`src/design/epdwpp_pkg.sv`:
```
`timescale 1ns / 1ps

package epdwpp_pkg;

    localparam int LEVEL_BITS       = 5;
    localparam int STEP_BITS        = 6;
    localparam int PHASE_BITS       = 2;
    localparam int PIXELS_PER_GROUP = 8;
    localparam int GROUP_BITS       = LEVEL_BITS * PIXELS_PER_GROUP;

    localparam int DEF_LEVEL_COUNT     = 32;
    localparam int DEF_MAX_FRAME_STEPS = 64;

    localparam logic ACTION_WRITE   = 1'b0;
    localparam logic ACTION_CONVERT = 1'b1;

    typedef logic [LEVEL_BITS-1:0] level_t;
    typedef logic [STEP_BITS-1:0]  step_t;
    typedef logic [PHASE_BITS-1:0] phase_t;

    typedef struct packed {
        logic                  action;
        step_t                 frame_step;
        logic [GROUP_BITS-1:0] prev_levels;
        logic [GROUP_BITS-1:0] next_levels;
        level_t                entry_prev_level;
        level_t                entry_next_level;
        phase_t                entry_phase;
    } cmd_word_t;

    typedef struct packed {
        logic [7:0] first_byte;
        logic [7:0] second_byte;
    } res_word_t;

    typedef phase_t [PIXELS_PER_GROUP-1:0] phase_vec_t;

endpackage

```
`src/design/epdwpp_merge.sv`:
```
`timescale 1ns / 1ps

module epdwpp_merge
    import epdwpp_pkg::*;
(
    input  logic       clk,
    input  logic       rst_n,
    input  logic       lane_valid,
    input  phase_vec_t lane_phase,
    output logic       take,
    output logic       res_valid,
    input  logic       res_stall,
    output res_word_t  res
);

    logic      res_valid_reg;
    logic      res_valid_next;
    res_word_t res_reg;
    res_word_t res_next;

    assign take = !res_valid_reg || !res_stall;

    // The earlier pixel lands in the higher bits of each byte.
    always_comb
    begin
        res_next.first_byte  = {lane_phase[4], lane_phase[5], lane_phase[6], lane_phase[7]};
        res_next.second_byte = {lane_phase[0], lane_phase[1], lane_phase[2], lane_phase[3]};
        res_valid_next       = take ? lane_valid : res_valid_reg;
    end

    always_ff @(posedge clk or negedge rst_n)
    begin
        if (!rst_n)
        begin
            res_valid_reg <= 1'b0;
        end
        else
        begin
            res_valid_reg <= res_valid_next;
        end
    end

    always_ff @(posedge clk)
    begin
        if (take && lane_valid)
        begin
            res_reg <= res_next;
        end
    end

    assign res_valid = res_valid_reg;
    assign res       = res_reg;

endmodule
```
`config.mk`:
```
export PLATFORM = sky130hd
export DESIGN_NAME = epdwpp_merge
export DESIGN_NICKNAME = d
export VERILOG_FILES = /design/src/design/epdwpp_pkg.sv /design/src/design/epdwpp_merge.sv
export SDC_FILE = /design/constraint.sdc
export NUM_CORES = 1
export LEC_CHECK = 0
export BUFFER_PORTS_ARGS = -buffer_cell sky130_fd_sc_hd__buf_2
export CAP_MARGIN = 40
export CORE_UTILIZATION = 33
export CTS_CLUSTER_DIAMETER = 120
export DETAILED_ROUTE_END_ITERATION = 16
export PLACE_DENSITY = 0.77
export SETUP_SLACK_MARGIN = 0.5
export SLEW_MARGIN = 20
export SYNTH_ARGS = -nofsm -noshare
export SYNTH_HDL_FRONTEND = slang
export SYNTH_SLANG_ARGS = --single-unit
```
`constraint.sdc`:
```
create_clock -name clk -period 1.3 [get_ports clk]
set_input_delay 0.26 -clock clk [delete_from_list [all_inputs] [get_ports clk]]
set_output_delay 0.26 -clock clk [all_outputs]
set_load 0.03 [all_outputs]
```
==> run_results.csv, run 1 <==
group,metric,value,unit
run_status,result_of_the_run,"completed",
global_routing,grt_pass1_vias,409,
finish,area_delta_synth_final,75.6,%
worst_hold_path,whs_path_depth,1,
worst_setup_path,worst-endpoint-required,1.30,ns
route,residual_antenna_violating_net_count_after_detailed_routing,0,
finish,final_common_cell,"sky130_fd_sc_hd__buf_2",
placement,dpl_cell_area,762,um^2
sta,unrepaired_setup_endpoints_after_global_routing,"true",
yosys,seq_area_frac_synth,0.957,
route,drt_drc_violations_left,0,
worst_setup_path,crit_path_start,"res_valid$_DFFE_PN0P_",
cts,tritoncts,"yes",
worst_setup_path,critPathCaptureType,"flip-flop",
route,finalWirelength,1080,um
cts,cts.htree.levels,1,
sta,fmax,835,MHz
placement,io_buffer_count,37,
power_and_ir_drop,vdd_drop_max,0.631,mV
route,routed-via-count,365,
worst_setup_path,cp_data_arrival_time,1.20,ns
global_routing,grt_first_pass_wirelength,1840,um
yosys,synth_simple_gate_area_share,0.00711,
yosys,post_synth.cell_area_avg,26.4,um^2
sta,clock-skew-final,0.00831,ns
worst_setup_path,crit_type,"flip-flop to flip-flop",
yosys,syn_nets,40,
cts,root_buffer,"sky130_fd_sc_hd__clkbuf_4",
power_and_ir_drop,power.density_cell_area,1200,nW/um^2
route,detail_routed_net_length_per_standard_cell,13.3,um
power_and_ir_drop,power.static_leakage,0.402,nW
sta,slew_headroom,0.891,
placement,post-dp-hpwl,752,um
global_routing,grt_max_degree,13,
yosys,largest_family_of_logic_cells_by_synthesized_area,"compound AO/OA/AOI/OAI gates",
finish,filler_cell_count,123,
yosys,mapped_cell_area,528,um^2
global_routing,total_routing_usage_reported_by_global_routing,0.151,
cts,tritoncts.num_buffers,3,
finish,largest_register_ffs,16,
worst_setup_path,reg2reg_slack,0.10,ns
worst_setup_path,max_stage_delay,0.44,ns
sta,number_of_endpoints_with_negative_hold_slack_in_the_final_report,0,
die,floorplan.initialDensity,0.350,
die,design.portCount,38,
worst_setup_path,crit_family,"flip-flops",
finish,insertedDiodeCount,0,
worst_setup_path,timing.rr.start,"res_valid$_DFFE_PN0P_",
yosys,top_cell_type_by_total_area_after_synthesis,"sky130_fd_sc_hd__edfxtp_1",
finish,layout.area.seq,507,um^2
yosys,postSynthCellCount,20,
yosys,synth_top_cell_area_share,0.910,
worst_setup_path,timing.critical_path.to,"res[5]$_DFFE_PP_",
worst_setup_path,cp_cell_sequence,"buf_4, a21boi_4, buf_12",
worst_hold_path,min_from,"lane_phase[5]",
die,floorplan.die_area,1760,um^2
worst_setup_path,worst_setup_path_start_kind,"flip-flop",
placement,gpl.final_weighted_congestion,0.685,
yosys,portion_of_netlist_area_occupied_by_mux_cells,0,
die,floorplan.die.width,42,um
worst_setup_path,critical_path_cell_count,3,
route,drtIter0Drc,0,
cts,cts.reportedPaths.clkPinSlew,0.10,ns
die,die-height,42,um
die,core-area,1510,um^2
worst_setup_path,critical_path.reg2reg.endpoint,"res[5]$_DFFE_PP_",
yosys,synth_xor_xnor_area_share,0,
cts,cts_max_path_buffers,2,
worst_hold_path,min-delay-path-class,"primary input to flip-flop",
sta,tightestPinTransition,0.164,ns
finish,multi_input_comb_area,32.5,um^2
worst_setup_path,timing.reg2reg.worst_path_depth,3,
sta,fin_crit,1.20,ns
finish,nNetsFinal,86,
finish,most_frequent_cells_in_the_layout,"sky130_fd_sc_hd__buf_2, sky130_fd_sc_hd__buf_6, sky130_fd_sc_hd__edfxtp_1",
sta,period_share,0.921,
cts,clk_lat_worst_skew,0.28,ns
global_routing,total_grt_overflow,0,
yosys,synth-seq-cells,17,
global_routing,antenna_found_initial,0,
yosys,synth_top_cells_by_area,"sky130_fd_sc_hd__edfxtp_1, sky130_fd_sc_hd__dfrtp_1, sky130_fd_sc_hd__a21boi_2, sky130_fd_sc_hd__a21o_1, sky130_fd_sc_hd__nand2_1",
yosys,compound_gate_portion_of_the_synthesized_area,0.0355,
yosys,adder_cell_fraction_of_synth_area,0,
finish,layout-drive-gt1-share,0.723,
route,drt-vias-per-instance,4.51,
finish,finalInstanceArea,927,um^2
worst_setup_path,crit_buf_inv,2,
sta,finalMaxSlewViolations,0,
die,core_rows,14,
job,cap_violations,0,
sta,report.final.setup_viol,0,
sta,timing.setup.tns,0,ns
cts,numClockSinks,17,
yosys,yosysWarningCount,0,
worst_setup_path,cpMaxStageDelayCell,"sky130_fd_sc_hd__dfrtp_2",
yosys,synth.distinct_cells,5,
route,detailedRoute.firstPassIterationCount,1,
worst_setup_path,worst-path-max-fanout,12,
## worst min-delay path by stage
stage	end	slack, ns
after floorplan	res_valid$_DFFE_PN0P_	-0.04
after global placement	res_valid$_DFFE_PN0P_	0.04
after detailed placement	res_valid$_DFFE_PN0P_	0.04
after CTS	res[8]$_DFFE_PP_	0.13
after global routing	res[8]$_DFFE_PP_	0.11
final	res[3]$_DFFE_PP_	0.14
## cell type report
class,count,share of cell area
sequential,17,0.547
timing repair buffer,41,0.367
clock inverter,1,0.00540
multi-input combinational,3,0.0351
clock buffer,3,0.0243
tap,16,0.0216
## per-layer routing
| layer | up-vias | wire length [um] | track usage |
|---|---|---|---|
| li1 | 169 | - | - |
| met1 | 160 | 401 | 0.173 |
| met2 | 36 | 509 | 0.225 |
| met3 | 0 | 164 | 0.0862 |
| met4 | 0 | 0 | 0.0774 |
| met5 | - | 0 | 0 |
## worst register-to-register path, cell delays in order (launching register included)
cell	delay (ns)
sky130_fd_sc_hd__dfrtp_2	0.44
sky130_fd_sc_hd__buf_4	0.15
sky130_fd_sc_hd__a21boi_4	0.17
sky130_fd_sc_hd__buf_12	0.16
## power breakdown
group | leakage [nW] | internal, mW | total [mW] | switching, mW
logic | 0.222 | 0.0942 | 0.195 | 0.101
registers | 0.162 | 0.636 | 0.650 | 0.0148
clock network | 0.0177 | 0.114 | 0.269 | 0.155
total | 0.402 | 0.844 | 1.12 | 0.271
## through the flow
step	utilization	std cells	setup slack (ns)	hold slack [ns]	power (mW)
2_1_floorplan	-	20	0.0767	-0.0356	0.737
3_3_place_gp	0.506	74	0.190	0.0351	0.805
3_5_place_dp	0.506	74	0.151	0.0367	0.808
4_1_cts	0.610	80	0.0944	0.132	1.13
5_1_grt	0.615	81	0.0572	0.114	1.18
6_report	0.615	81	0.102	0.144	1.12
## cell families (layout without fill, tap and decap cells)
family | count (synthesis) | after routing
flops | 17 | 17
compound gates | 2 | 2
simple gates | 1 | 1
buf+inv | 0 | 45
## Yosys cell counts
cell / n
sky130_fd_sc_hd__a21boi_2: 1
sky130_fd_sc_hd__a21o_1: 1
sky130_fd_sc_hd__dfrtp_1: 1
sky130_fd_sc_hd__edfxtp_1: 16
sky130_fd_sc_hd__nand2_1: 1
## repair_timing
action,4_1_cts,5_1_grt
buffers inserted,1,1
endpoints found under the hold margin,1,0
setup endpoints to repair,34,34
pin swaps,1,1
resized for setup,36,0
hold buffers,1,0
Note: power is estimated with default switching activity, not from simulation.
==> run 2: changes to the inputs <==
- REMOVE_ABC_BUFFERS: default -> 1
==> run_results.csv, run 2 (synthesis gave the netlist of run 1 again) <==
group,metric,value,unit
worst_hold_path,min_from,"lane_phase[12]",
route,finalWirelength,1010,um
sta,tightestPinTransition,0.153,ns
worst_setup_path,crit_buf_inv,1,
finish,final_common_cell,"sky130_fd_sc_hd__buf_2",
finish,finalInstanceArea,905,um^2
worst_setup_path,timing.reg2reg.worst_path_depth,2,
finish,final_cells,80,
die,floorplan.initialDensity,0.350,
global_routing,antenna_found_initial,0,
cts,cts_max_path_buffers,2,
sta,final.setup.worst_slack,0.108,ns
cts,tritoncts,"yes",
cts,cts.reportedPaths.clkPinSlew,0.10,ns
worst_setup_path,worst_setup_path_start_kind,"flip-flop",
die,design.portCount,38,
cts,clk_lat_worst_skew,0.28,ns
sta,finalMaxSlewViolations,0,
die,floorplan.die_area,1760,um^2
cts,numClockSinks,17,
power_and_ir_drop,part_of_the_total_power_dissipated_in_combinational_logic,0.169,
route,detailedRoute.firstPassIterationCount,1,
global_routing,grt_max_degree,17,
worst_setup_path,critPathCaptureType,"output pin",
worst_setup_path,critical_path.reg2reg.endpoint,"res[5]$_DFFE_PP_",
global_routing,grt_pass1_vias,406,
sta,slew_headroom,0.897,
worst_setup_path,crit_path_start,"res_valid$_DFFE_PN0P_",
worst_setup_path,crit_family,"flip-flops",
sta,period_share,0.917,
sta,unrepaired_setup_endpoints_after_global_routing,"true",
placement,io_buffer_count,37,
die,floorplan.die.width,42,um
sta,report.final.setup_viol,0,
die,core_rows,14,
global_routing,total_grt_overflow,0,
sta,timing.setup.tns,0,ns
global_routing,grt_first_pass_wirelength,1590,um
placement,gpl.final_weighted_congestion,0.728,
sta,fin_crit,1.19,ns
power_and_ir_drop,power.static_leakage,0.391,nW
finish,filler_cell_count,123,
finish,nNetsFinal,85,
route,drtIter0Drc,0,
worst_setup_path,max_stage_delay,0.43,ns
job,cap_violations,0,
power_and_ir_drop,p_int,0.837,mW
die,die-height,42,um
power_and_ir_drop,p_sw_frac,0.240,
power_and_ir_drop,vdd_drop_max,0.595,mV
placement,detailedPlace.worstSlack,0.236,ns
worst_setup_path,cp_cell_sequence,"nand2_1, buf_6",
sta,fmax,839,MHz
finish,most_frequent_cells_in_the_layout,"sky130_fd_sc_hd__buf_2, sky130_fd_sc_hd__buf_6, sky130_fd_sc_hd__edfxtp_1",
power_and_ir_drop,clock_power_share,0.241,
finish,area_delta_synth_final,71.3,%
placement,dpl_cell_area,753,um^2
route,drt_drc_violations_left,0,
sta,clock-skew-final,0.00773,ns
placement,placed_cells_incl_taps,74,
worst_hold_path,whs_path_depth,1,
worst_setup_path,worst-endpoint-required,1.04,ns
cts,root_buffer,"sky130_fd_sc_hd__clkbuf_4",
route,routed-via-count,369,
sta,number_of_endpoints_with_negative_hold_slack_in_the_final_report,0,
worst_setup_path,cp_data_arrival_time,0.93,ns
worst_setup_path,crit_type,"flip-flop to output pin",
route,residual_antenna_violating_net_count_after_detailed_routing,0,
finish,insertedDiodeCount,0,
power_and_ir_drop,power.switching,0.265,mW
cts,tritoncts.num_buffers,3,
power_and_ir_drop,power.sequential.fraction,0.590,
finish,largest_register_ffs,16,
worst_hold_path,min-delay-path-class,"primary input to flip-flop",
route,drt-vias-per-instance,4.61,
worst_hold_path,holdPathEnd,"res[10]$_DFFE_PP_",
global_routing,total_routing_usage_reported_by_global_routing,0.126,
route,detail_routed_net_length_per_standard_cell,12.7,um
worst_setup_path,timing.rr.start,"res_valid$_DFFE_PN0P_",
sta,whs,0.148,ns
cts,cts.htree.levels,1,
run_status,result_of_the_run,"completed",
worst_setup_path,worst-path-max-fanout,4,
worst_setup_path,cpMaxStageDelayCell,"sky130_fd_sc_hd__dfrtp_1",
finish,layout-drive-gt1-share,0.688,
worst_setup_path,reg2reg_slack,0.23,ns
die,core-area,1510,um^2
power_and_ir_drop,power.density_cell_area,1220,nW/um^2
==> run 2: per-stage QoR <==
step	utilization	total power [mW]
after global routing	0.600	1.15
final	0.600	1.10
after floorplan	-	0.735
after global placement	0.500	0.802
after CTS	0.600	1.12
after detailed placement	0.500	0.805
==> run 2: worst reg2reg max path: cells and delay by family (launching register included) <==
family | cells | cell delay [ns]
flops | 1 | 0.43
compound gates | 1 | 0.19
buf+inv | 1 | 0.17
==> run 2: worst max-delay path by stage <==
stage	end	slack [ns]	cells after the start
3_3_place_gp	res[6]$_DFFE_PP_	0.26	2
4_1_cts	take	0.11	2
3_5_place_dp	res[9]$_DFFE_PP_	0.24	2
2_1_floorplan	res[0]$_DFFE_PP_	-0.14	1
5_1_grt	take	0.07	2
6_report	take	0.11	2
==> run 2: area by class of cell <==
class                      instances  area (um^2)  area share
clock inverter                     1         5.00     0.00553
sequential                        17          505       0.559
multi-input combinational          3         22.5      0.0249
clock buffer                       3         22.5      0.0249
timing repair buffer              40          329       0.364
tap                               16         20.0      0.0221
==> run 2: timing repair <==
item                                   CTS  global route
setup buffers                            1             0
setup endpoints to repair               34            35
endpoints found under the hold margin    1             0
pin swaps                                2             0
hold buffers                             1             0
gates resized for setup                 34             0
==> run 2: power groups by stage <==
| stage | logic [mW] | clock network [mW] | registers [mW] |
|---|---|---|---|
| finish | 0.186 | 0.266 | 0.650 |
| global route | 0.195 | 0.298 | 0.653 |
| global placement | 0.147 | 0 | 0.655 |
| CTS | 0.188 | 0.279 | 0.650 |
| floorplan | 0.0179 | 0 | 0.717 |
| detailed placement | 0.149 | 0 | 0.656 |
==> run 2: routing by layer <==
| layer | wire length (um) | up-vias | track usage |
|---|---|---|---|
| li1 | - | 167 | - |
| met1 | 427 | 164 | 0.147 |
| met2 | 438 | 36 | 0.194 |
| met3 | 144 | 2 | 0.0517 |
| met4 | 4 | 0 | 0.0774 |
| met5 | 0 | - | 0 |
